**src/hw/rtl/kct_ram.sv**
```systemverilog
// ----------------------------------------------------------------------------
// kct_ram
// Simple dual-port RAM: one write port, one read port with registered data.
// ----------------------------------------------------------------------------
module kct_ram #(
   parameter int WIDTH = 32,
   parameter int DEPTH = 64
) (
   input  logic                                   clock,
   input  logic                                   wr_en,
   input  logic [(DEPTH > 1 ? $clog2(DEPTH) : 1)-1:0] wr_addr,
   input  logic [WIDTH-1:0]                       wr_data,
   input  logic                                   rd_en,
   input  logic [(DEPTH > 1 ? $clog2(DEPTH) : 1)-1:0] rd_addr,
   output logic [WIDTH-1:0]                       rd_data
);

   logic [WIDTH-1:0] mem_ff [DEPTH];
   logic [WIDTH-1:0] rd_data_ff;

   always_ff @(posedge clock) begin
      if (wr_en) begin
         mem_ff[wr_addr] <= wr_data;
      end
      if (rd_en) begin
         rd_data_ff <= mem_ff[rd_addr];
      end
   end

   assign rd_data = rd_data_ff;

endmodule
```
**config.mk**
```make
export PLATFORM = sky130hd
export DESIGN_NAME = kct_ram
export DESIGN_NICKNAME = d
export VERILOG_FILES = /design/src/hw/rtl/kct_ram.sv
export SDC_FILE = /design/constraint.sdc
export NUM_CORES = 2
export LEC_CHECK = 0
export ABC_AREA = 1
export BUFFER_PORTS_ARGS = -buffer_cell sky130_fd_sc_hd__buf_2
export CAP_MARGIN = 0
export CORE_ASPECT_RATIO = 0.6
export CORE_UTILIZATION = 57
export DETAILED_ROUTE_END_ITERATION = 16
export PLACE_DENSITY_LB_ADDON = 0.12
export SETUP_SLACK_MARGIN = 0.5
export SYNTH_ARGS = -nofsm -noshare
export SYNTH_HDL_FRONTEND = slang
export SYNTH_SLANG_ARGS = --single-unit
```
**constraint.sdc**
```tcl
create_clock -name clock -period 5.86 [get_ports clock]
set_input_delay 1.465 -clock clock [delete_from_list [all_inputs] [get_ports clock]]
set_output_delay 1.465 -clock clock [all_outputs]
set_load 0.02 [all_outputs]
```
* Word level (Yosys, flattened, before mapping) *
Memory sizes are Yosys's and may differ from the RTL's. A register that Yosys moved wholly into a read port is not among the register bits.
Cells that the tools add are included.

storage, ports and cells
  bits in registers = 0
  input port bits = 47
  output and inout port bits = 32
  ROM bits = 0
  bits in writable memories = 2,048
  latch bits = 0
  memories = 1

operators by class
  $mul = 0
  add/subtract/negate cells = 0
  reduce and logical (&&, ||, !) cells = 0
  bitwise gates (word level) = 0
  magnitude comparators = 0
  shift-type cells = 0
  equality and inequality tests = 0
  muxes and demuxes = 2
  divide/modulo/power cells = 0

memory list
  name    depth  bits a word  rd ports  clocked after memory_dff  wr ports  RTL line  RTL
  mem_ff  64     32           1         1                         1         18        logic [WIDTH-1:0] mem_ff [DEPTH];

operator list
  kind     number
  $mux W1  2

* Logic depth before layout (Yosys ltp) *
  depth after elaboration = 2
  depth in mapped cells = 13
  depth with buffers taken out = 9

* Least setup slack after synthesis *
OpenSTA, ideal clock, no wires.

  path kind = input -> register
  from = input port wr_en
  to = memory mem_ff[48][0] (enable)
  slack = 0.265 ns
  stages = 3
  path buffers = 1
  arrival time = 5.093 ns
  cells stage by stage = clkbuf_1 > nand4_1 > nor4_1

on the way
  cells in the longest elaborated chain, start to end = 2

RTL lines
  element                        RTL line  RTL
  start: declaration             10        input logic wr_en,
  $mux W1                        22        if (wr_en) begin
  $mux W1 (implied by the code)  23        mem_ff[wr_addr] <= wr_data;
  end: declaration               18

No other way between the ends.

* Final worst setup path *
  from = input port wr_addr[1] (netlist name)
  to = memory mem_ff[57][31] (enable)

RTL lines
  element             RTL line  RTL
  start: declaration  11        input logic [(DEPTH > 1 ? $clog2(DEPTH) : 1)-1:0] wr_addr,

Straight into the memory's write port.

==> results.sh <==
export IMPL_routed_wl_mm=228.1
export IMPL_power_density_nw_per_um2=326.6
export IMPL_synth_cells=6769
export IMPL_syn_nets=6816
export IMPL_worstPathRequired_ns=6.27
export IMPL_p_total_uw=29800
export IMPL_critPathCaptureType="flop"
export IMPL_grt_pass1_vias=49200
export IMPL_max_cap_viol_count=0
export IMPL_period_needed_ns=3.635
export IMPL_cts_root_buf="clkbuf_16"
export IMPL_die_y_microns=297.7
export IMPL_ir_drop_v=0.0002867
export IMPL_dieArea_sq_um=147300
export IMPL_yosys_top_cells_area="edfxtp_1, nand3_1, nand2_1"
export IMPL_clock_sinks=2080
export IMPL_worstPathMaxFanout=32
export IMPL_cts_buffers=180
export IMPL_r2r_slack_ns=4.14
export IMPL_fin_skew_ns=0.02602
export IMPL_via_per_inst=6.119
export IMPL_syn_area_sq_um=83060
export IMPL_worstMarginPinSlew_ns=1.243
export IMPL_drive_gt1_share_pct=7.879
export IMPL_ios=79
export IMPL_worstSetupStartpointType="input port"
export IMPL_placed_cell_area_sq_um=85830
export IMPL_area_growth_syn_to_layout_pct=9.858
export IMPL_cp_slowest_cell="nor2_4"
export IMPL_gr_usage_all_layers_pct=31.02
export IMPL_tritoncts="done"
export IMPL_antenna_found_initial=16
export IMPL_ys_types=15
export IMPL_firstDrtPassIters=6
export IMPL_synth_warnings=0
export IMPL_tns_ns=0
export IMPL_slew_violations=0
export IMPL_post_synth_top_area_cell="edfxtp_1"
export IMPL_hold_buffers=0
export IMPL_initial_core_util_pct=57.44
export IMPL_gp_congestion=0.8967
export IMPL_cts_max_level=4
export IMPL_core_sq_um=144600
export IMPL_fp_row_count=108
export IMPL_layout_nets=6793
export IMPL_cts_repair_resized=0
export IMPL_fin_crit_sh_pct=62.03
export IMPL_vias=53970
export IMPL_synth_mux_area_share_pct=0
export IMPL_routedWlPerCell_microns=25.87
export IMPL_cts_buffer_depth=3
export IMPL_relSlewSlack_pct=16.92
export IMPL_final_util_pct=63.11
export IMPL_final_cell_area_sq_um=91250
export IMPL_synth_simple_area_share_pct=22.03
export IMPL_antenna_left=0
export IMPL_rsz0062_at_grt="false"
export IMPL_grt_pass1_wl_mm=335.9
export IMPL_synth_xor_area_share_pct=0
export IMPL_fillCellCount=10900
export IMPL_yosys_register_bits=2080
export IMPL_status="completed"
export IMPL_synth_compound_area_share_pct=0
export IMPL_holdCritPathClass="flop to flop"
export IMPL_drt_iter0_markers=8277
export IMPL_synthAdderAreaFrac_pct=0
export IMPL_crit_chain="buf_2 > inv_1 > nand4_1 > nor2_4"
export IMPL_worstPathArrival_ns=4.04
export IMPL_dp_final_hpwl_mm=130.0
export IMPL_synth_top_family_by_area="simple AND/OR/NAND/NOR gates"
export IMPL_synth_top_area_share_pct=75.20
export IMPL_cellLeakagePower_uw=0.03188
export IMPL_post_route_drc_count=0
export IMPL_grt_max_degree=202
export IMPL_max_clock_freq_mhz=275.1
export IMPL_grt_overflow_total=0
export IMPL_yosysSeqAreaShare_pct=75.20
export IMPL_setup_viol=0
export IMPL_cpPeakStageDelay_ns=1.25
export IMPL_path_clk_slew_ns=0.07
export IMPL_port_buffers=78
export IMPL_die_w_microns=494.8
export IMPL_syn_area_per_cell_sq_um=12.27
export IMPL_path_class="input port to flop"
export IMPL_postCtsSetupRepairBufs=0
export IMPL_clock_latency_ns=0.81
export IMPL_hold_violations=0
## final timing paths
kind                       start        endpoint  depth (start not counted)
setup / recovery      wr_addr[1]  mem_ff[57][31]                          4
setup reg to reg  mem_ff[31][14]     rd_data[14]                          8
hold / removal    mem_ff[36][11]     rd_data[11]                          8
hold reg to reg   mem_ff[36][11]     rd_data[11]                          8
## per-stage QoR
stage / setup slack [ns] / std cells / hold slack (ns)
2_1_floorplan: 0.2650 / 6769 / 0.7969
3_3_place_gp: 1.591 / 8489 / 0.8787
3_5_place_dp: 1.464 / 8489 / 0.8699
4_1_cts: 2.311 / 8817 / 0.8781
5_1_grt: 2.207 / 8820 / 0.9566
6_report: 2.225 / 8820 / 0.8775
## state kept, by name, summed over array words and instances, names as in the netlist
register and count:
mem_ff 2048, rd_data 32
## cells in the mapped netlist (all sizes together)
cell	count
buf	372
clkbuf	77
edfxtp	2080
inv	12
nand2	2248
nand3	1907
nand4	9
nor2	56
nor4	8
## metal layers
layer	track usage [%]	vias up	part of all wire [%]
met2	43.10	3065	43
met1	50.35	26460	44
met3	5.666	326	11
li1	-	24120	-
met5	0	-	0.026
met4	7.850	10	2.3
## critical path, delay by kind of cell
family,cells,cell delay (ns)
and+or+nand+nor,2,2.13
buffers and inverters,2,0.42
## power by group
part | switching, uW | total [uW] | internal, uW
sequential | 63.5 | 16600 | 16500
clock | 5340 | 11300 | 5990
combinational | 1460 | 1920 | 452
total | 6870 | 29800 | 22900
## cells by family after synthesis
kind of cell / after synthesis
buffers and inverters: 461
flip-flops: 2080
AND/OR/NAND/NOR: 4228
## cells in the final DEF, fill, tap and decap left out, drive strengths merged
cell,count
diode,3
nor4,8
edfxtp,2080
clkinvlp,2
clkinv,82
clkbuf,232
nand2,2248
inv,19
nand4,9
bufinv,5
buf,244
nand3,1907
nor2,56
## area by class of cell
class | instances | area (sq um) | share of cell area, %
sequential | 2080 | 62460 | 68.45
multi-input combinational | 4228 | 18770 | 20.57
clock buffer | 232 | 4785 | 5.244
tap | 1925 | 2409 | 2.640
timing repair buffer | 244 | 2111 | 2.313
clock inverter | 96 | 623.1 | 0.6829
inverter | 12 | 82.58 | 0.09050
antenna | 3 | 7.507 | 0.008227
Note: power is estimated with default switching activity, not from simulation.
